File: src/hdl/jdsm_pkg.sv
`timescale 1ns / 1ps
// ----------------------------------------------------------------------------
// jdsm_pkg
// Shared types and constants for the joystick deadzone speed mapper.
// ----------------------------------------------------------------------------
package jdsm_pkg;

    // Register map indexes (byte address = 4 * index)
    localparam logic [2:0] REG_TILT_CENTRE     = 3'd0;
    localparam logic [2:0] REG_PAN_CENTRE      = 3'd1;
    localparam logic [2:0] REG_ZOOM_CENTRE     = 3'd2;
    localparam logic [2:0] REG_MAGNET_CENTRE   = 3'd3;
    localparam logic [2:0] REG_STICK_DEADZONE  = 3'd4;
    localparam logic [2:0] REG_ZOOM_HALFBAND   = 3'd5;
    localparam logic [2:0] REG_MAGNET_DEADZONE = 3'd6;

    // Register reset values
    localparam logic [11:0] RST_TILT_CENTRE     = 12'd1980;
    localparam logic [11:0] RST_PAN_CENTRE      = 12'd1975;
    localparam logic [11:0] RST_ZOOM_CENTRE     = 12'd1950;
    localparam logic [11:0] RST_MAGNET_CENTRE   = 12'd1292;
    localparam logic [11:0] RST_STICK_DEADZONE  = 12'd100;
    localparam logic [11:0] RST_ZOOM_HALFBAND   = 12'd200;
    localparam logic [11:0] RST_MAGNET_DEADZONE = 12'd70;

    // Axis travel limits in ADC counts
    localparam logic [11:0] STICK_LOW   = 12'd1300;
    localparam logic [11:0] STICK_HIGH  = 12'd2650;
    localparam logic [11:0] ZOOM_LOW    = 12'd1080;
    localparam logic [11:0] ZOOM_HIGH   = 12'd2950;
    localparam logic [11:0] MAGNET_LOW  = 12'd1050;
    localparam logic [11:0] MAGNET_HIGH = 12'd1600;

    // Output levels
    localparam logic [7:0]  NEUTRAL   = 8'd127;
    localparam logic [11:0] SPEED_CAP = 12'd2048;

    // Axis order through the shared divider
    localparam logic [1:0] AXIS_MAGNET = 2'd0;
    localparam logic [1:0] AXIS_TILT   = 2'd1;
    localparam logic [1:0] AXIS_PAN    = 2'd2;
    localparam logic [1:0] AXIS_ZOOM   = 2'd3;

    // Zoom owner codes
    localparam logic [1:0] OWNER_NONE   = 2'd0;
    localparam logic [1:0] OWNER_STICK  = 2'd1;
    localparam logic [1:0] OWNER_MAGNET = 2'd2;

    // Quotient bits produced by the divider
    localparam int unsigned QUO_BITS = 8;

    typedef struct packed {
        logic [11:0] tilt_centre;
        logic [11:0] pan_centre;
        logic [11:0] zoom_centre;
        logic [11:0] magnet_centre;
        logic [11:0] stick_deadzone;
        logic [11:0] zoom_halfband;
        logic [11:0] magnet_deadzone;
    } cfg_t;

    typedef struct packed {
        logic       capture;   // latch input word
        logic       load;      // set up current axis
        logic       step;      // one divider iteration
        logic       publish;   // update flags and output word
        logic [1:0] axis;      // axis being worked
    } dp_cmd_t;

    typedef struct packed {
        logic neutral;         // current axis sits in its deadzone
        logic last;            // divider on its final iteration
    } dp_status_t;

endpackage

File: src/hdl/jdsm_regs.sv
`timescale 1ns / 1ps
// ----------------------------------------------------------------------------
// jdsm_regs
// APB-style configuration registers: centres and deadzones of the axes.
// ----------------------------------------------------------------------------
module jdsm_regs
(
    input  logic               clk,
    input  logic               rst_n,
    input  logic               psel,
    input  logic               penable,
    input  logic               pwrite,
    input  logic [4:0]         paddr,
    input  logic [31:0]        pwdata,
    output logic [31:0]        prdata,
    output logic               pready,
    output jdsm_pkg::cfg_t     cfg
);

    jdsm_pkg::cfg_t cfg_reg;
    jdsm_pkg::cfg_t cfg_next;
    logic           wr_en;
    logic [2:0]     reg_idx;
    logic [11:0]    rd_val;

    assign pready  = 1'b1;
    assign wr_en   = psel && penable && pwrite;
    assign reg_idx = paddr[4:2];

    // Write decode; unknown indexes are ignored
    always_comb
    begin
        cfg_next = cfg_reg;
        if (wr_en)
        begin
            case (reg_idx)
                jdsm_pkg::REG_TILT_CENTRE:     cfg_next.tilt_centre     = pwdata[11:0];
                jdsm_pkg::REG_PAN_CENTRE:      cfg_next.pan_centre      = pwdata[11:0];
                jdsm_pkg::REG_ZOOM_CENTRE:     cfg_next.zoom_centre     = pwdata[11:0];
                jdsm_pkg::REG_MAGNET_CENTRE:   cfg_next.magnet_centre   = pwdata[11:0];
                jdsm_pkg::REG_STICK_DEADZONE:  cfg_next.stick_deadzone  = pwdata[11:0];
                jdsm_pkg::REG_ZOOM_HALFBAND:   cfg_next.zoom_halfband   = pwdata[11:0];
                jdsm_pkg::REG_MAGNET_DEADZONE: cfg_next.magnet_deadzone = pwdata[11:0];
                default:                       cfg_next = cfg_reg;
            endcase
        end
    end

    always_ff @(posedge clk or negedge rst_n)
    begin
        if (!rst_n)
        begin
            cfg_reg.tilt_centre     <= jdsm_pkg::RST_TILT_CENTRE;
            cfg_reg.pan_centre      <= jdsm_pkg::RST_PAN_CENTRE;
            cfg_reg.zoom_centre     <= jdsm_pkg::RST_ZOOM_CENTRE;
            cfg_reg.magnet_centre   <= jdsm_pkg::RST_MAGNET_CENTRE;
            cfg_reg.stick_deadzone  <= jdsm_pkg::RST_STICK_DEADZONE;
            cfg_reg.zoom_halfband   <= jdsm_pkg::RST_ZOOM_HALFBAND;
            cfg_reg.magnet_deadzone <= jdsm_pkg::RST_MAGNET_DEADZONE;
        end
        else
        begin
            cfg_reg <= cfg_next;
        end
    end

    // Read mux
    always_comb
    begin
        case (reg_idx)
            jdsm_pkg::REG_TILT_CENTRE:     rd_val = cfg_reg.tilt_centre;
            jdsm_pkg::REG_PAN_CENTRE:      rd_val = cfg_reg.pan_centre;
            jdsm_pkg::REG_ZOOM_CENTRE:     rd_val = cfg_reg.zoom_centre;
            jdsm_pkg::REG_MAGNET_CENTRE:   rd_val = cfg_reg.magnet_centre;
            jdsm_pkg::REG_STICK_DEADZONE:  rd_val = cfg_reg.stick_deadzone;
            jdsm_pkg::REG_ZOOM_HALFBAND:   rd_val = cfg_reg.zoom_halfband;
            jdsm_pkg::REG_MAGNET_DEADZONE: rd_val = cfg_reg.magnet_deadzone;
            default:                       rd_val = 12'd0;
        endcase
    end

    assign prdata = {20'd0, rd_val};
    assign cfg    = cfg_reg;

endmodule

File: src/hdl/jdsm_ctrl.sv
`timescale 1ns / 1ps
// ----------------------------------------------------------------------------
// jdsm_ctrl
// Sequencer: walks the four axes through the shared divider, then publishes.
// ----------------------------------------------------------------------------
module jdsm_ctrl
(
    input  logic                 clk,
    input  logic                 rst_n,
    input  logic                 in_valid,
    output logic                 in_stall,
    output logic                 out_valid,
    input  logic                 out_stall,
    input  jdsm_pkg::dp_status_t status,
    output jdsm_pkg::dp_cmd_t    cmd
);

    localparam logic [1:0] ST_IDLE   = 2'd0;
    localparam logic [1:0] ST_LOAD   = 2'd1;
    localparam logic [1:0] ST_DIV    = 2'd2;
    localparam logic [1:0] ST_FINISH = 2'd3;

    logic [1:0] state_reg, state_next;
    logic [1:0] axis_reg, axis_next;
    logic       out_valid_reg, out_valid_next;
    logic       slot_free;

    // Output slot can take a new word this cycle
    assign slot_free = !out_valid_reg || !out_stall;

    always_comb
    begin
        state_next     = state_reg;
        axis_next      = axis_reg;
        out_valid_next = out_valid_reg;
        cmd            = '0;
        cmd.axis       = axis_reg;

        if (out_valid_reg && !out_stall)
            out_valid_next = 1'b0;

        case (state_reg)
            ST_IDLE:
            begin
                if (in_valid)
                begin
                    cmd.capture = 1'b1;
                    axis_next   = jdsm_pkg::AXIS_MAGNET;
                    state_next  = ST_LOAD;
                end
            end
            ST_LOAD:
            begin
                cmd.load = 1'b1;
                if (status.neutral)
                begin
                    if (axis_reg == jdsm_pkg::AXIS_ZOOM)
                        state_next = ST_FINISH;
                    else
                        axis_next = axis_reg + 2'd1;
                end
                else
                begin
                    state_next = ST_DIV;
                end
            end
            ST_DIV:
            begin
                cmd.step = 1'b1;
                if (status.last)
                begin
                    if (axis_reg == jdsm_pkg::AXIS_ZOOM)
                    begin
                        state_next = ST_FINISH;
                    end
                    else
                    begin
                        axis_next  = axis_reg + 2'd1;
                        state_next = ST_LOAD;
                    end
                end
            end
            ST_FINISH:
            begin
                if (slot_free)
                begin
                    cmd.publish    = 1'b1;
                    out_valid_next = 1'b1;
                    state_next     = ST_IDLE;
                end
            end
            default:
            begin
                state_next = ST_IDLE;
            end
        endcase
    end

    always_ff @(posedge clk or negedge rst_n)
    begin
        if (!rst_n)
        begin
            state_reg     <= ST_IDLE;
            axis_reg      <= jdsm_pkg::AXIS_MAGNET;
            out_valid_reg <= 1'b0;
        end
        else
        begin
            state_reg     <= state_next;
            axis_reg      <= axis_next;
            out_valid_reg <= out_valid_next;
        end
    end

    assign in_stall  = (state_reg != ST_IDLE);
    assign out_valid = out_valid_reg;

    // Publishing never overwrites a word still waiting
    a_publish_free: assert property (@(posedge clk) disable iff (!rst_n)
        cmd.publish |-> slot_free)
        else $error("publish while output word still held");

    // A new word starts at the first axis
    a_start_axis: assert property (@(posedge clk) disable iff (!rst_n)
        (state_reg == ST_IDLE && in_valid) |=>
            (state_reg == ST_LOAD && axis_reg == jdsm_pkg::AXIS_MAGNET))
        else $error("item did not start at first axis");

    // Finish with an empty slot goes straight back to idle
    a_finish_empty: assert property (@(posedge clk) disable iff (!rst_n)
        (state_reg == ST_FINISH && !out_valid_reg) |=> (state_reg == ST_IDLE))
        else $error("finish stuck with empty output slot");

endmodule

File: src/hdl/jdsm_dp.sv
`timescale 1ns / 1ps
// ----------------------------------------------------------------------------
// jdsm_dp
// Datapath: axis clamp and deadzone test, shared restoring divider,
// speed scaling, zoom ownership flags and output word registers.
// ----------------------------------------------------------------------------
module jdsm_dp
(
    input  logic                 clk,
    input  logic                 rst_n,
    input  jdsm_pkg::cfg_t       cfg,
    input  jdsm_pkg::dp_cmd_t    cmd,
    output jdsm_pkg::dp_status_t status,
    input  logic [11:0]          tilt_sample,
    input  logic [11:0]          pan_sample,
    input  logic [11:0]          zoom_sample,
    input  logic [11:0]          magnet_sample,
    input  logic [11:0]          speed_sample_a,
    input  logic [11:0]          speed_sample_b,
    input  logic [11:0]          speed_sample_c,
    input  logic [11:0]          speed_sample_d,
    output logic [7:0]           pan_speed,
    output logic [7:0]           tilt_speed,
    output logic [7:0]           zoom_speed,
    output logic [7:0]           overall_speed,
    output logic [1:0]           zoom_owner
);

    // Captured word
    logic [11:0] smp_reg [4];
    logic [13:0] speed_sum_reg;

    // Per-axis results
    logic [7:0]  res_reg [4];

    // Divider
    logic [18:0] rem_reg, rem_next;
    logic [18:0] dvs_reg;
    logic [7:0]  quo_reg, quo_next;
    logic [2:0]  cnt_reg;
    logic [7:0]  off_reg;
    logic        ge;

    // Zoom ownership
    logic        stick_act_reg, stick_act_next;
    logic        mag_act_reg, mag_act_next;

    // Output word
    logic [7:0]  pan_reg, tilt_reg, zoom_reg, speed_reg;
    logic [1:0]  owner_reg;

    // Axis prep
    logic [11:0] lo, hi, c, d, v, smp;
    logic [12:0] diff;
    logic [11:0] adiff;
    logic        neutral, below;
    logic [12:0] cpd;
    logic [11:0] base, divisor;
    logic [18:0] num;
    logic [7:0]  offset;

    // Speed
    logic [11:0] avg, avg_cap;
    logic [19:0] scaled;

    // Axis limits and settings
    always_comb
    begin
        case (cmd.axis)
            jdsm_pkg::AXIS_MAGNET:
            begin
                lo = jdsm_pkg::MAGNET_LOW;
                hi = jdsm_pkg::MAGNET_HIGH;
                c  = cfg.magnet_centre;
                d  = cfg.magnet_deadzone;
            end
            jdsm_pkg::AXIS_TILT:
            begin
                lo = jdsm_pkg::STICK_LOW;
                hi = jdsm_pkg::STICK_HIGH;
                c  = cfg.tilt_centre;
                d  = cfg.stick_deadzone;
            end
            jdsm_pkg::AXIS_PAN:
            begin
                lo = jdsm_pkg::STICK_LOW;
                hi = jdsm_pkg::STICK_HIGH;
                c  = cfg.pan_centre;
                d  = cfg.stick_deadzone;
            end
            default:
            begin
                lo = jdsm_pkg::ZOOM_LOW;
                hi = jdsm_pkg::ZOOM_HIGH;
                c  = cfg.zoom_centre;
                d  = cfg.zoom_halfband;
            end
        endcase
    end

    // Clamp, deadzone test and divider operands.
    // Outside the band the span is always positive and the numerator
    // never reaches 256 spans, so 12-bit wraparound math is exact here.
    always_comb
    begin
        smp = smp_reg[cmd.axis];
        if (smp < lo)
            v = lo;
        else if (smp > hi)
            v = hi;
        else
            v = smp;

        diff    = {1'b0, v} - {1'b0, c};
        adiff   = diff[12] ? 12'(-diff) : diff[11:0];
        neutral = (adiff <= d);
        below   = (v < c);
        cpd     = {1'b0, c} + {1'b0, d};

        if (below)
        begin
            base    = v - lo;
            divisor = c - d - lo;
            num     = {base, 7'd0} - {7'd0, base};
            offset  = 8'd0;
        end
        else
        begin
            base    = v - cpd[11:0];
            divisor = hi - cpd[11:0];
            num     = {base, 7'd0};
            offset  = jdsm_pkg::NEUTRAL;
        end
    end

    // One restoring division step
    always_comb
    begin
        ge       = (rem_reg >= dvs_reg);
        rem_next = ge ? (rem_reg - dvs_reg) : rem_reg;
        quo_next = {quo_reg[6:0], ge};
    end

    // Speed: average of four, capped, times 255 / 2048
    always_comb
    begin
        avg     = speed_sum_reg[13:2];
        avg_cap = (avg > jdsm_pkg::SPEED_CAP) ? jdsm_pkg::SPEED_CAP : avg;
        scaled  = {avg_cap, 8'd0} - {8'd0, avg_cap};
    end

    // Ownership flags: stick flag first, then magnet flag from the new stick flag
    always_comb
    begin
        stick_act_next = stick_act_reg;
        if (!mag_act_reg && res_reg[jdsm_pkg::AXIS_ZOOM] != jdsm_pkg::NEUTRAL
            && !stick_act_reg)
            stick_act_next = 1'b1;
        else if (stick_act_reg && res_reg[jdsm_pkg::AXIS_ZOOM] == jdsm_pkg::NEUTRAL)
            stick_act_next = 1'b0;

        mag_act_next = mag_act_reg;
        if (!stick_act_next && res_reg[jdsm_pkg::AXIS_MAGNET] != jdsm_pkg::NEUTRAL
            && !mag_act_reg)
            mag_act_next = 1'b1;
        else if (mag_act_reg && res_reg[jdsm_pkg::AXIS_MAGNET] == jdsm_pkg::NEUTRAL)
            mag_act_next = 1'b0;
    end

    // Input capture, divider and results
    always_ff @(posedge clk)
    begin
        if (cmd.capture)
        begin
            smp_reg[jdsm_pkg::AXIS_MAGNET] <= magnet_sample;
            smp_reg[jdsm_pkg::AXIS_TILT]   <= tilt_sample;
            smp_reg[jdsm_pkg::AXIS_PAN]    <= pan_sample;
            smp_reg[jdsm_pkg::AXIS_ZOOM]   <= zoom_sample;
            speed_sum_reg <= ({2'd0, speed_sample_a} + {2'd0, speed_sample_b})
                           + ({2'd0, speed_sample_c} + {2'd0, speed_sample_d});
        end

        if (cmd.load)
        begin
            rem_reg <= num;
            dvs_reg <= {divisor, 7'd0};
            quo_reg <= 8'd0;
            cnt_reg <= 3'(jdsm_pkg::QUO_BITS - 1);
            off_reg <= offset;
            if (neutral)
                res_reg[cmd.axis] <= jdsm_pkg::NEUTRAL;
        end
        else if (cmd.step)
        begin
            rem_reg <= rem_next;
            dvs_reg <= {1'b0, dvs_reg[18:1]};
            quo_reg <= quo_next;
            cnt_reg <= cnt_reg - 3'd1;
            if (cnt_reg == 3'd0)
                res_reg[cmd.axis] <= quo_next + off_reg;
        end

        if (cmd.publish)
        begin
            pan_reg   <= res_reg[jdsm_pkg::AXIS_PAN];
            tilt_reg  <= res_reg[jdsm_pkg::AXIS_TILT];
            zoom_reg  <= mag_act_next ? res_reg[jdsm_pkg::AXIS_MAGNET]
                                      : res_reg[jdsm_pkg::AXIS_ZOOM];
            speed_reg <= scaled[18:11];
            owner_reg <= mag_act_next   ? jdsm_pkg::OWNER_MAGNET :
                         stick_act_next ? jdsm_pkg::OWNER_STICK  :
                                          jdsm_pkg::OWNER_NONE;
        end
    end

    // Kept ownership flags
    always_ff @(posedge clk or negedge rst_n)
    begin
        if (!rst_n)
        begin
            stick_act_reg <= 1'b0;
            mag_act_reg   <= 1'b0;
        end
        else if (cmd.publish)
        begin
            stick_act_reg <= stick_act_next;
            mag_act_reg   <= mag_act_next;
        end
    end

    assign status.neutral = neutral;
    assign status.last    = (cnt_reg == 3'd0);

    assign pan_speed     = pan_reg;
    assign tilt_speed    = tilt_reg;
    assign zoom_speed    = zoom_reg;
    assign overall_speed = speed_reg;
    assign zoom_owner    = owner_reg;

    // Only one source owns zoom
    a_owner_excl: assert property (@(posedge clk) disable iff (!rst_n)
        !(stick_act_reg && mag_act_reg))
        else $error("both zoom sources active");

    // Outside the deadzone the segment span is never zero
    a_span_nonzero: assert property (@(posedge clk) disable iff (!rst_n)
        (cmd.load && !neutral) |=> (dvs_reg != 19'd0))
        else $error("zero divisor loaded");

    // Partial remainder stays below twice the shifted divisor
    a_rem_bound: assert property (@(posedge clk) disable iff (!rst_n)
        cmd.step |-> ({1'b0, rem_reg} < {dvs_reg, 1'b0}))
        else $error("divider remainder out of range");

endmodule

File: src/hdl/joystick_deadzone_speed_mapper_core.sv
`timescale 1ns / 1ps
// ----------------------------------------------------------------------------
// joystick_deadzone_speed_mapper_core
// Maps one word of joystick, magnetic sensor and speed-pot readings to
// pan, tilt, zoom and overall speed commands with zoom ownership.
// ----------------------------------------------------------------------------
// One input word is worked at a time. The four axes (magnet, tilt, pan, zoom)
// pass in turn through one shared restoring divider that yields one quotient
// bit per cycle: an axis inside its deadzone takes only a load step, any other
// axis a load step and then one division step per quotient bit. The finished
// word sits in an output register, so a new word is accepted while the
// previous one still waits to be taken. Configuration is written through the
// APB port at byte address 4 * index; the user must write it only while idle,
// as the block itself does not enforce this.
// ----------------------------------------------------------------------------
module joystick_deadzone_speed_mapper_core
(
    input  logic        clk,
    input  logic        rst_n,

    // configuration port
    input  logic        psel,
    input  logic        penable,
    input  logic        pwrite,
    input  logic [4:0]  paddr,
    input  logic [31:0] pwdata,
    output logic [31:0] prdata,
    output logic        pready,

    // input word
    input  logic        in_valid,
    output logic        in_stall,
    input  logic [11:0] tilt_sample,
    input  logic [11:0] pan_sample,
    input  logic [11:0] zoom_sample,
    input  logic [11:0] magnet_sample,
    input  logic [11:0] speed_sample_a,
    input  logic [11:0] speed_sample_b,
    input  logic [11:0] speed_sample_c,
    input  logic [11:0] speed_sample_d,

    // output word
    output logic        out_valid,
    input  logic        out_stall,
    output logic [7:0]  pan_speed,
    output logic [7:0]  tilt_speed,
    output logic [7:0]  zoom_speed,
    output logic [7:0]  overall_speed,
    output logic [1:0]  zoom_owner
);

    jdsm_pkg::cfg_t       cfg;
    jdsm_pkg::dp_cmd_t    cmd;
    jdsm_pkg::dp_status_t status;

    // Configuration registers
    jdsm_regs u_regs
    (
        .clk     (clk),
        .rst_n   (rst_n),
        .psel    (psel),
        .penable (penable),
        .pwrite  (pwrite),
        .paddr   (paddr),
        .pwdata  (pwdata),
        .prdata  (prdata),
        .pready  (pready),
        .cfg     (cfg)
    );

    // Sequencer
    jdsm_ctrl u_ctrl
    (
        .clk       (clk),
        .rst_n     (rst_n),
        .in_valid  (in_valid),
        .in_stall  (in_stall),
        .out_valid (out_valid),
        .out_stall (out_stall),
        .status    (status),
        .cmd       (cmd)
    );

    // Datapath
    jdsm_dp u_dp
    (
        .clk            (clk),
        .rst_n          (rst_n),
        .cfg            (cfg),
        .cmd            (cmd),
        .status         (status),
        .tilt_sample    (tilt_sample),
        .pan_sample     (pan_sample),
        .zoom_sample    (zoom_sample),
        .magnet_sample  (magnet_sample),
        .speed_sample_a (speed_sample_a),
        .speed_sample_b (speed_sample_b),
        .speed_sample_c (speed_sample_c),
        .speed_sample_d (speed_sample_d),
        .pan_speed      (pan_speed),
        .tilt_speed     (tilt_speed),
        .zoom_speed     (zoom_speed),
        .overall_speed  (overall_speed),
        .zoom_owner     (zoom_owner)
    );

endmodule
File: config.mk
export PLATFORM = sky130hd
export DESIGN_NAME = joystick_deadzone_speed_mapper_core
export DESIGN_NICKNAME = d
export VERILOG_FILES = /design/src/hdl/jdsm_pkg.sv /design/src/hdl/jdsm_regs.sv /design/src/hdl/jdsm_ctrl.sv /design/src/hdl/jdsm_dp.sv /design/src/hdl/joystick_deadzone_speed_mapper_core.sv
export SDC_FILE = /design/constraint.sdc
export NUM_CORES = 1
export LEC_CHECK = 0
export ABC_AREA = 1
export CAP_MARGIN = 20
export CORE_ASPECT_RATIO = 0.5
export CORE_MARGIN = 5
export CORE_UTILIZATION = 55
export CTS_BUF_LIST = sky130_fd_sc_hd__clkbuf_4 sky130_fd_sc_hd__clkbuf_8
export DETAILED_ROUTE_END_ITERATION = 10
export DONT_BUFFER_PORTS = 1
export PLACE_DENSITY = 0.7
export SETUP_SLACK_MARGIN = 0.02
export SLEW_MARGIN = 15
export SYNTH_ARGS = -nofsm -noshare
export SYNTH_HDL_FRONTEND = slang
export SYNTH_SLANG_ARGS = --single-unit
File: constraint.sdc
create_clock -name clk -period 11.8 [get_ports clk]
set_clock_uncertainty 0.2 [all_clocks]
set_input_delay 1.18 -clock clk [delete_from_list [all_inputs] [get_ports clk]]
set_output_delay 1.18 -clock clk [all_outputs]
set_load 0.01 [all_outputs]
Word level (Yosys, flattened, before mapping). Memories as Yosys holds them, arrays and structs flattened. A register that Yosys moved wholly into a read port is not among the register bits. Cells that the tools add are included.

Memory bits (read-only): 0. Input bits: 140. Latch bits: 0. RAM bits: 80. Output and inout bits: 69. Logic and storage cells: 157. Flip-flop bits (word level): 179. Memories kept: 2.

Magnitude comparators: 6. Reduce and logical (&&, ||, !) cells: 34. Shift-type cells: 0. Equal/unequal tests: 21. Multiply operators: 0. Mux-type cells: 54. $add $sub $neg: 17. Div/mod/pow operators: 0. Bitwise logic cells: 1.

Memory list: u_dp.smp_reg (depth 4, bits a word 12, rd ports 1, clocked after memory_dff 0, wr ports 4, RTL line jdsm_dp.sv:30) `logic [11:0] smp_reg [4];`; u_dp.res_reg (depth 4, bits a word 8, rd ports 4, clocked after memory_dff 2, wr ports 1, RTL line jdsm_dp.sv:34) `logic [7:0] res_reg [4];`.

Operator list (number): two-way mux 19 bit (6); one-hot mux 12 bit (7 select lines) (1); two-way mux 12 bit (5); one-hot mux 12 bit (2 select lines) (2); subtractor 19 x 12 -> 19 bit (2); one-hot mux 12 bit (3 select lines) (1); subtractor 12 bit (3); adder 12 x 12 -> 13 bit (2); subtractor 12 x 11 -> 12 bit (2); two-way mux 1 bit (23); two-way mux 2 bit (10); greater-or-equal comparator 19 bit (1); subtractor 19 bit (1); one-hot mux 9 bit (2 select lines) (1); equality test 8 x 7 -> 1 bit (second input constant) (2); two-way mux 8 bit (2); inequality test 8 x 7 -> 1 bit (second input constant) (2); AND reduction 2 bit (8); adder 14 bit (1); subtractor 12 x 12 -> 13 bit (1); adder 12 bit (1); greater-than comparator 12 bit (1); greater-than comparator 12 bit (second input constant) (1); less-or-equal comparator 12 bit (1); 27 further kinds (53).

Depth between registers and ports, before layout. Gate-level depths: netlist of run 1.

Word-level depth: 14. Gate-level depth with buffers: 51. Depth with buffers taken out: 48.

Modules after synthesis. A second synthesis of run 1 with hierarchy kept.

Cells, all modules: 2224. Area, all modules: 18674.2 um2.

By module, submodules not included: jdsm_dp (cells each 1584, sequential area each 5134.9 um2, instances 1, area an instance 13769.5 um2); jdsm_regs (cells each 577, sequential area each 2149.6 um2, instances 1, area an instance 4471.8 um2); jdsm_ctrl (cells each 63, sequential area each 125.1 um2, instances 1, area an instance 432.9 um2).

Least setup slack after synthesis of run 1. Ideal clock, no wire load.

Path type: register -> register. From: register u_ctrl.axis_reg[0]. To: memory u_dp.res_reg[2][0] (enable). Cell stages (with the launch flop): 46. Data arrival time: 7110 ps. Path buffers: 4. Required time: 11230 ps. Path slack: 4119 ps. Cells stage by stage: dfrtp_1 > buf_6 > inv_8 > buf_8 > buf_6 > ha_1 > clkinv_1 > clkbuf_1 > ha_1 > nand2_1 > o21bai_1 > o21bai_1 > nand2_1 > nand3_2 > nand2_2 > inv_2 > nor2_1 > nand3_2 > [... 10 more ...] > o31ai_1 > nand2_1 > inv_1 > nor2_1 > o21ai_0 > clkinv_1 > nand2_1 > xor2_1 > inv_1 > ha_1 > nand2_1 > nor3_1 > nand3_1 > o21ai_0 > inv_1 > nor2_1 > nor2_1 > nor2_1.

Word-level cells in the longest chain between the ends: 14. Elaborated cells between the ends (all ways): 21. Those cells by class: 2 x add/sub; 3 x order compare; 2 x eq/ne; 10 x mux; 1 x bitwise; 2 x reduce/logical; 1 x memory.

Ends and longest elaborated chain: start, declared (RTL line jdsm_ctrl.sv:24) `logic [1:0] axis_reg, axis_next;`; start signal, assigned (RTL line jdsm_ctrl.sv:104) `axis_reg <= jdsm_pkg::AXIS_MAGNET;`; start signal, assigned (RTL line jdsm_ctrl.sv:110) `axis_reg <= axis_next;`; equality test 2 x 1 -> 1 bit / equality test 2 bit (equally long branches) (RTL line jdsm_dp.sv:69) `case (cmd.axis)`; OR reduction 2 bit (no line); one-hot mux 12 bit (2 select lines) (RTL line jdsm_dp.sv:69); greater-than comparator 12 bit (RTL line jdsm_dp.sv:109) `else if (smp > hi)`; two-way mux 12 bit (RTL line jdsm_dp.sv:109); two-way mux 12 bit (RTL line jdsm_dp.sv:107) `if (smp < lo)`; subtractor 12 x 12 -> 13 bit (RTL line jdsm_dp.sv:114) `diff = {1'b0, v} - {1'b0, c};`; negation 12 bit (RTL line jdsm_dp.sv:115) `adiff = diff[12] ? 12'(-diff) : diff[11:0];`; two-way mux 12 bit (RTL line jdsm_dp.sv:115); less-or-equal comparator 12 bit (RTL line jdsm_dp.sv:116) `neutral = (adiff <= d);`; two-way mux 1 bit (RTL line jdsm_dp.sv:190) `if (neutral)`; two-way mux 1 bit (RTL line jdsm_dp.sv:183) `if (cmd.load)`; two-way mux 1 bit (not written as such) (RTL line jdsm_dp.sv:191) `res_reg[cmd.axis] <= jdsm_pkg::NEUTRAL;`; OR 1 bit (no line); end, declared (RTL line jdsm_dp.sv:34).

Several ways; a longest one is shown, not always the timed one.

Worst setup path after layout of run 1.
From: register u_ctrl.axis_reg[1]. To: memory u_dp.res_reg[1][0] (enable).

Same word-level chain as after synthesis.

==> flow_metrics.py, run 1 <==
metrics = {
    "status": {
        "status": "completed",
    },
    "logic_synthesis": {
        "syn_area_per_cell_um2": 8.43,
        "synth_cell_types": 66,
        "ys_top_cells_by_area": "edfxtp_1 (26%), ha_1 (11%), nand2_1 (8.6%)",
        "synth_top_flop_cell": "edfxtp_1",
        "yosys.area.top_type": "edfxtp_1",
        "yosysSeqAreaShare": 0.403,
        "ys_async_sr_fraction": 0.342,
        "synth-edff-count": 158,
        "postSynthCellCount": 2182,
        "synth_most_common_cell": "nand2_1",
        "ys_warn_count": 0,
        "synth_top_area_frac": 0.258,
        "yosys_register_bits": 266,
        "netlist_area_um2": 18400,
        "ys_top_cells_by_count": "nand2_1 (420), inv_1 (300), o21ai_0 (213), ha_1 (168), edfxtp_1 (158)",
    },
    "critical_path": {
        "crit_type": "register to register",
        "reg2reg_slack_ns": 1.71,
        "cp_max_fo": 18,
        "critPathSlowestCell": "ha_1",
        "cp_num_cells": 42,
        "cp-startpoint": "u_ctrl.axis_reg[1]",
        "path_buf_inv": 9,
        "crit_end": "u_dp.res_reg[1][0]",
        "cp-end-kind": "register",
        "startpoint_type": "register",
        "cp.arrival_ns": 10.08,
        "worst_ep_required_time_ns": 11.79,
        "worstReg2RegEnd": "u_dp.res_reg[1][0]",
        "crit_path_max_incr_delay_ns": 0.83,
        "r2r_start": "u_ctrl.axis_reg[1]",
        "cpMostUsedCell": "nor2_1",
        "crit_family": "simple AND/OR/NAND/NOR gates",
        "rr_worst_depth": 42,
    },
    "finish": {
        "drive_above_1_share": 0.0943,
        "num_antenna_cells": 0,
        "largest_register_ffs": 84,
        "area_growth_pct": 6.35,
        "seqCellArea_um2": 7410,
        "fillers": 2929,
        "multi_input_area_um2": 9470,
        "finalNetCount": 2506,
    },
    "sta": {
        "setup_viol": 0,
        "relSlewSlack": 0.345,
        "hold_viol": 0,
        "finalMaxSlewViolations": 0,
        "rsz0062_at_grt": "false",
        "min_period_over_period": 0.855,
        "tns_ns": 0,
        "fmax_mhz": 99.1,
        "fin_crit_ns": 10.09,
        "worstMarginPinSlew_ns": 0.981,
    },
    "placed_design": {
        "port-buffer-count": 0,
        "hpwl_um": 32700,
        "gp_congestion": 0.912,
    },
    "routing": {
        "vias": 14700,
        "drt_wl_total_um": 44300,
        "viasPerCell": 5.54,
        "first_pass_iters": 5,
        "drt.antenna.violating_nets": 0,
        "avgRoutedWirePerCell_um": 16.7,
        "drt_iter0_markers": 1112,
        "drc": 0,
    },
    "floorplan": {
        "io_pins": 209,
        "die_x_um": 269,
        "start_util": 0.556,
        "fp.dieArea_um2": 37400,
        "num_rows": 47,
        "core-area_um2": 33000,
        "die-height_um": 139,
    },
    "global_routing": {
        "grt_pass1_wl_um": 71500,
        "grt_pass1_vias": 14100,
        "grt_antenna_before_repair": 0,
        "grt_max_degree": 92,
        "grt_util_met2": 0.377,
        "busiest_layer": "met2",
        "grtUsageMet1": 0.327,
        "grt.overflow.total": 0,
        "met3_usage": 0.0513,
        "grt_usage": 0.234,
    },
    "clocking": {
        "cts-root-buf": "clkbuf_8",
        "cts_sinks": 266,
        "ctsHoldBuffers": 0,
        "clk_pin_slew_worst_paths_ns": 0.08,
        "insertion_delay_ns": 0.57,
        "htreeDepth": 2,
        "ctsResizeCount": 0,
        "post-cts-setup-buffers": 0,
        "clockBufferDepth": 3,
        "cts_tree": "done",
        "cts_buffers": 40,
    },
    "worst_hold_path": {
        "min_path_type": "input port to asynchronous set/reset pin",
    },
    "job": {
        "drv_cap": 0,
    },
}
[cells in the final DEF, fill, tap and decap left out, drive strengths merged, types with 4 or more instances in the layout]
cell type	count
o31ai	5
conb	21
nand2	444
clkinv	15
a21oi	141
fa	11
o21ai	222
dfrtp	53
o21a	5
inv	306
buf	18
o2111ai	4
nand4	15
a22oi	4
nor2	153
dfxtp	17
a221oi	8
o211ai	11
a31oi	6
ha	168
o21bai	21
o22ai	43
o221ai	12
dfstp	38
clkbuf	59
nand3	95
xnor2	29
nor3	20
xor2	72
edfxtp	158
a211oi	6
or2	10
a21o	9
[per-layer routing]
metal | vias to the layer above | routed length, um
li1 | 7343 | -
met1 | 6793 | 20100
met2 | 508 | 19900
met3 | 76 | 3440
met4 | 0 | 851
met5 | - | 0
[per-stage QoR]
| stage | cells | setup WS (ns) | util | area (um^2) | hold slack, ns |
|---|---|---|---|---|---|
| after floorplan | 2201 | 4.12 | - | 18500 | 0.200 |
| after global placement | 2586 | 2.14 | 0.567 | 18700 | 0.200 |
| after detailed placement | 2586 | 1.90 | 0.567 | 18700 | 0.205 |
| after CTS | 2658 | 1.76 | 0.592 | 19600 | 0.0632 |
| after global routing | 2658 | 0.869 | 0.592 | 19600 | 0.0794 |
| final | 2658 | 1.71 | 0.592 | 19600 | 0.125 |
[worst min-delay path by stage]
stage,start,endpoint,slack (ns)
global placement,u_dp.res_reg[2][5],u_dp.pan_speed[5],0.20
floorplan,u_dp.res_reg[2][0],u_dp.pan_speed[0],0.20
global route,rst_n,u_regs.cfg[24],0.08
finish,rst_n,u_regs.cfg[20],0.13
CTS,rst_n,u_ctrl.axis_reg[1],0.06
detailed placement,u_dp.res_reg[1][1],u_dp.tilt_speed[1],0.20
[cell type report]
type                    instances  share of cell area
clock buffers                  59              0.0364
clock inverters                13             0.00531
multi-input cells            1550               0.484
flip-flops and latches        266               0.379
well taps                     441              0.0282
inverters                     311              0.0601
repair buffers                 18             0.00691
[worst reg2reg max path, delay by kind of cell (launching register included)]
family	cells	cell delay, ns
buf+inv	9	1.88
xor+xnor	1	0.17
simple gates	19	3.01
flops	1	0.33
compound gates	8	1.80
fa+ha+maj	5	2.33
[cell families after synthesis]
| kind of cell | Yosys count | synth area share |
|---|---|---|
| compound gates | 502 | 0.157 |
| fa+ha+maj | 179 | 0.126 |
| xor+xnor | 101 | 0.0489 |
| buf+inv | 385 | 0.0863 |
| flops | 266 | 0.403 |
| simple gates | 747 | 0.178 |
| other cells | 2 | 0.000408 |
Power of run 1 is not shown: default switching activity piles up to over one toggle a cycle in this logic, so the estimate is an artifact.
==> inputs of run 2 (changes only) <==
==> constraint.sdc (replaced) <==
create_clock -name clk -period 10.4 [get_ports clk]
set_clock_uncertainty 0.2 [all_clocks]
set_input_delay 1.04 -clock clk [delete_from_list [all_inputs] [get_ports clk]]
set_output_delay 1.04 -clock clk [all_outputs]
set_load 0.005 [all_outputs]
==> run 2 against run 1 <==
  * Sequential share of layout area shrank 0.072 points
  * Via count shrank 0.71%
  * Setup slack lost 0.76 ns
  * Clock-buffer cell count shrank 6
  * Critical path depth shrank 1
  * Cell area grew 0.19%
  * First-iteration DRC count shrank 3.2%
  * Critical path type unchanged
==> flow_metrics.py, run 2 (synthesized netlist as in run 1, its figures left out) <==
metrics = {
    "status": {
        "status": "completed",
    },
    "clocking": {
        "htreeDepth": 2,
        "ctsResizeCount": 0,
        "clk_pin_slew_worst_paths_ns": 0.08,
        "cts_tree": "done",
        "cts_buffers": 39,
        "insertion_delay_ns": 0.58,
        "cts-root-buf": "clkbuf_8",
        "cts_sinks": 266,
        "clockBufferDepth": 3,
    },
    "floorplan": {
        "die_x_um": 269,
        "io_pins": 209,
        "fp.dieArea_um2": 37400,
        "core-area_um2": 33000,
        "start_util": 0.556,
        "num_rows": 47,
        "die-height_um": 139,
    },
    "critical_path": {
        "critPathSlowestCell": "dfrtp_1",
        "worstReg2RegEnd": "u_dp.res_reg[3][6]",
        "worst_ep_required_time_ns": 10.40,
        "crit_type": "register to register",
        "cp.arrival_ns": 9.45,
        "cp-end-kind": "register",
        "cp_max_fo": 18,
        "rr_worst_depth": 41,
        "startpoint_type": "register",
        "reg2reg_slack_ns": 0.94,
        "r2r_start": "u_ctrl.axis_reg[0]",
        "crit_path_max_incr_delay_ns": 0.83,
    },
    "routing": {
        "route.top_layer_used": "met4",
        "viasPerCell": 5.51,
        "vias": 14600,
        "first_pass_iters": 6,
        "avgRoutedWirePerCell_um": 16.7,
        "drt.antenna.violating_nets": 0,
        "route.met3.wl_um": 3300,
        "wl_met2_um": 19600,
        "wl_met1_um": 20500,
        "drt_wl_total_um": 44300,
        "drt_iter0_markers": 1076,
        "drc": 0,
    },
    "global_routing": {
        "grt_usage": 0.235,
        "grt_max_degree": 61,
        "grt_antenna_before_repair": 0,
        "grt.overflow.total": 0,
        "grt_pass1_wl_um": 72100,
        "grt_pass1_vias": 13800,
    },
    "finish": {
        "num_antenna_cells": 0,
        "fillers": 2964,
        "largest_register_ffs": 84,
        "final_common_cell": "nand2_1",
        "drive_above_1_share": 0.0953,
        "area_growth_pct": 6.55,
        "finalNetCount": 2506,
        "final_cell_mix": "nand2_1 (420), inv_1 (298), o21ai_0 (213)",
    },
    "sta": {
        "fmax_mhz": 106,
        "finalMaxSlewViolations": 0,
        "fin_crit_ns": 9.46,
        "rsz0062_at_grt": "false",
        "tns_ns": 0,
        "hold_viol": 0,
        "worstMarginPinSlew_ns": 1.06,
        "relSlewSlack": 0.291,
        "setup_viol": 0,
        "min_period_over_period": 0.909,
    },
    "job": {
        "drv_cap": 0,
    },
    "placed_design": {
        "gp_congestion": 0.906,
        "hpwl_um": 32300,
        "port-buffer-count": 0,
    },
    "worst_hold_path": {
        "min_path_type": "input port to asynchronous set/reset pin",
    },
}
-- run 2: timing repair --
action / CTS / global route
hold buffers: 1 / 0
hold endpoints to repair: 53 / 0
buffers inserted: 0 / 0
-- run 2: layout make-up --
class                      count  area [um^2]  share of cell area
inverter                     311         1170              0.0600
tap                          441          552              0.0282
clock buffer                  53          654              0.0334
clock inverter                14          164             0.00836
timing repair buffer          19          163             0.00830
sequential                   266         7410               0.378
multi-input combinational   1550         9480               0.484
-- run 2: how the worst max path moves through the flow --
stage	from	end	slack (ns)	cells after the start
2_1_floorplan	u_ctrl.axis_reg[0]	u_dp.res_reg[2][0]	2.72	45
3_3_place_gp	u_ctrl.axis_reg[0]	u_dp.res_reg[0][0]	1.26	41
3_5_place_dp	u_ctrl.axis_reg[0]	u_dp.res_reg[0][0]	0.98	41
4_1_cts	u_ctrl.axis_reg[0]	u_dp.res_reg[0][6]	0.99	41
5_1_grt	u_ctrl.axis_reg[0]	u_dp.res_reg[0][7]	0.21	41
6_report	u_ctrl.axis_reg[0]	u_dp.res_reg[3][6]	0.94	41
-- run 2: stage by stage --
step / hold WS (ns) / util / cells / setup slack [ns] / cell area, um^2
after global placement: 0.202 / 0.567 / 2586 / 1.26 / 18800
final: 0.116 / 0.593 / 2654 / 0.943 / 19600
after floorplan: 0.200 / - / 2201 / 2.72 / 18500
after detailed placement: 0.207 / 0.567 / 2586 / 0.984 / 18800
after CTS: 0.100 / 0.593 / 2654 / 0.986 / 19600
after global routing: 0.0951 / 0.593 / 2654 / 0.208 / 19600
-- run 2: layer usage --
metal | global-route usage | vias up
li1 | - | 7337
met1 | 0.343 | 6720
met2 | 0.364 | 500
met3 | 0.0453 | 59
met4 | 0.0544 | 0
met5 | 0 | -
-- run 2: worst max-delay path, delay by kind of cell, from the launching register on --
| kind | cells | cell delay (ns) |
|---|---|---|
| AOI/OAI and AO/OA | 7 | 1.67 |
| xor gates and xnor gates | 1 | 0.16 |
| adders and majority gates | 5 | 1.99 |
| buffers and inverters | 8 | 1.23 |
| DFF | 1 | 0.83 |
| and+or+nand+nor | 20 | 2.98 |
Power of run 2 is left out for the same reason.
==> inputs of run 3 (changes only) <==
- ABC_AREA: 1 -> unset
==> run 3 against run 2 <==
  * Sequential cell count did not move
  * Synthesized cell count fell by 20%
  * Non-clock buffer count rose by 6
  * Synthesized area rose by 0.71%
  * Maximum frequency fell by 2.5%
  * Routed wire length fell by 3.1%
  * Global-route usage fell by 1.2 points
==> flow_metrics.py, run 3 <==
metrics = {
    "critical_path": {
        "cp-end-kind": "register",
        "startpoint_type": "register",
        "cp_max_fo": 13,
        "cp.arrival_ns": 9.70,
        "cpMostUsedCell": "nor2_1",
        "worst_ep_required_time_ns": 10.40,
        "critPathSlowestCell": "o311ai_0",
        "crit_type": "register to register",
        "crit_path_max_incr_delay_ns": 0.74,
    },
    "floorplan": {
        "fp.dieArea_um2": 37700,
        "num_rows": 47,
        "die_x_um": 270,
        "core-area_um2": 33200,
        "io_pins": 209,
        "die-height_um": 140,
        "start_util": 0.558,
    },
    "clocking": {
        "clk_pin_slew_worst_paths_ns": 0.07,
        "clockBufferDepth": 3,
        "cts_buffers": 41,
        "htreeDepth": 2,
        "cts_tree": "done",
        "cts-root-buf": "clkbuf_8",
        "cts_sinks": 266,
        "insertion_delay_ns": 0.58,
    },
    "sta": {
        "relSlewSlack": 0.409,
        "min_period_over_period": 0.933,
        "postLayoutSetupSlackWorst_ns": 0.701,
        "hold_viol": 0,
        "setup_viol": 0,
        "worstMarginPinSlew_ns": 0.886,
        "tns_ns": 0,
        "rsz0062_at_grt": "false",
        "finalMaxSlewViolations": 0,
        "fin_crit_ns": 9.70,
        "fmax_mhz": 103,
    },
    "routing": {
        "drt.antenna.violating_nets": 0,
        "viasPerCell": 5.83,
        "drt_iter0_markers": 1036,
        "vias": 13000,
        "avgRoutedWirePerCell_um": 19.1,
        "drt_wl_total_um": 42900,
        "first_pass_iters": 5,
        "drc": 0,
    },
    "finish": {
        "final_cell_mix": "ha_1 (167), edfxtp_1 (158), nor2_1 (124)",
        "utilization": 0.599,
        "drive_above_1_share": 0.165,
        "fillers": 2776,
        "num_antenna_cells": 0,
        "area_growth_pct": 7.26,
        "final_common_cell": "ha_1",
        "largest_register_ffs": 84,
        "finalNetCount": 2085,
    },
    "logic_synthesis": {
        "syn_area_per_cell_um2": 10.6,
        "synth_top_area_frac": 0.256,
        "ys_top_cells_by_area": "edfxtp_1 (26%), ha_1 (11%), dfrtp_1 (7.2%)",
        "ys_async_sr_fraction": 0.342,
        "synth-edff-count": 158,
        "postSynthCellCount": 1753,
        "yosys.area.top_type": "edfxtp_1",
        "netlist_area_um2": 18500,
        "synth_top_flop_cell": "edfxtp_1",
        "synth_cell_types": 98,
        "yosys_register_bits": 266,
        "yosysSeqAreaShare": 0.400,
        "ys_warn_count": 0,
        "synth_most_common_cell": "ha_1",
        "ys_top_cells_by_count": "ha_1 (168), edfxtp_1 (158), nor2_1 (124), nand2_1 (121), inv_1 (111)",
    },
    "status": {
        "status": "completed",
    },
    "placed_design": {
        "hpwl_um": 31500,
        "place_ws_ns": 0.755,
        "gp_congestion": 0.833,
        "port-buffer-count": 0,
    },
    "job": {
        "drv_cap": 0,
    },
    "global_routing": {
        "grt_antenna_before_repair": 1,
        "grt_pass1_wl_um": 68000,
        "grt_usage": 0.222,
        "grt.overflow.total": 0,
        "grt_pass1_vias": 13000,
        "grt_max_degree": 61,
    },
    "worst_hold_path": {
        "min_path_type": "input port to asynchronous set/reset pin",
    },
}
## run 3: cell types whose count changed after synthesis, sizes merged, moves of 25 or more
cell    change
xor2       -25
nor2b      +39
o22ai      -34
nand2     -323
a21oi      -30
mux2i      +28
nand3      -71
inv       -195
mux2      +107
a21o       +39
o21ai     -131
nand2b     +26
xnor2      +61
nor2       -29
## run 3: layout make-up
type | count | area, um^2 | area share
Sequential cell | 266 | 7410 | 0.373
Timing Repair Buffer | 25 | 208 | 0.0105
Inverter | 113 | 424 | 0.0214
Tap cell | 441 | 552 | 0.0278
Clock buffer | 55 | 713 | 0.0359
Clock inverter | 20 | 186 | 0.00938
Multi-Input combinational cell | 1319 | 10400 | 0.522
## run 3: critical path, delay by kind of cell (launching register included)
family	cells	cell delay, ns
flip-flops	1	0.54
AO/OA/AOI/OAI	15	3.58
XOR/XNOR	1	0.07
buffers and inverters	3	0.80
multiplexers	1	0.67
adder cells (fa/ha/maj)	3	1.18
AND/OR/NAND/NOR	9	2.27
## run 3: kinds of logic after synthesis
logic type,Yosys count,share of synthesized area
simple gates,420,0.111
compound gates,404,0.146
flops,266,0.400
buf+inv,187,0.0444
fa+ha+maj,181,0.126
mux,154,0.104
xor+xnor,139,0.0673
other cells,2,0.000405
## run 3: path summary, 6_finish.rpt
kind | endpoint | depth (start not counted) | slack [ns] | start
worst max-delay path | u_dp.res_reg[3][3] | 32 | 0.70 | u_ctrl.axis_reg[0]
worst min-delay path | u_dp.stick_act_reg | 1 | 0.11 | rst_n
worst max register to register | u_dp.res_reg[3][3] | 32 | 0.70 | u_ctrl.axis_reg[0]
worst min register to register | u_dp.tilt_speed[1] | 0 | 0.22 | u_dp.res_reg[1][1]
max in group asynchronous | u_regs.cfg[54] | 1 | 9.59 | rst_n
min in group clk | u_dp.tilt_speed[1] | 0 | 0.22 | u_dp.res_reg[1][1]
## run 3: metrics by stage
step	std cells	hold slack, ns	instance area, um^2
3_3_place_gp	2163	0.202	18900
2_1_floorplan	1772	0.200	18600
4_1_cts	2239	0.0909	19900
5_1_grt	2239	0.0896	19900
3_5_place_dp	2163	0.205	18900
6_report	2239	0.110	19900
## run 3: what timing repair did
| action | in CTS | in global routing |
|---|---|---|
| hold buffers | 1 | 0 |
| endpoints found under the setup margin | 0 | 10 |
| gates resized for setup | 0 | 2 |
| setup buffers | 0 | 0 |
| endpoints found under the hold margin | 53 | 0 |
## run 3: routing by layer
layer	GRT usage	share of wire	up-vias
met3	0.0452	0.056	63
li1	-	-	6372
met4	0.0512	0.020	0
met1	0.306	0.46	6247
met2	0.367	0.46	361
met5	0	0	-
Power of run 3 is left out for the same reason.
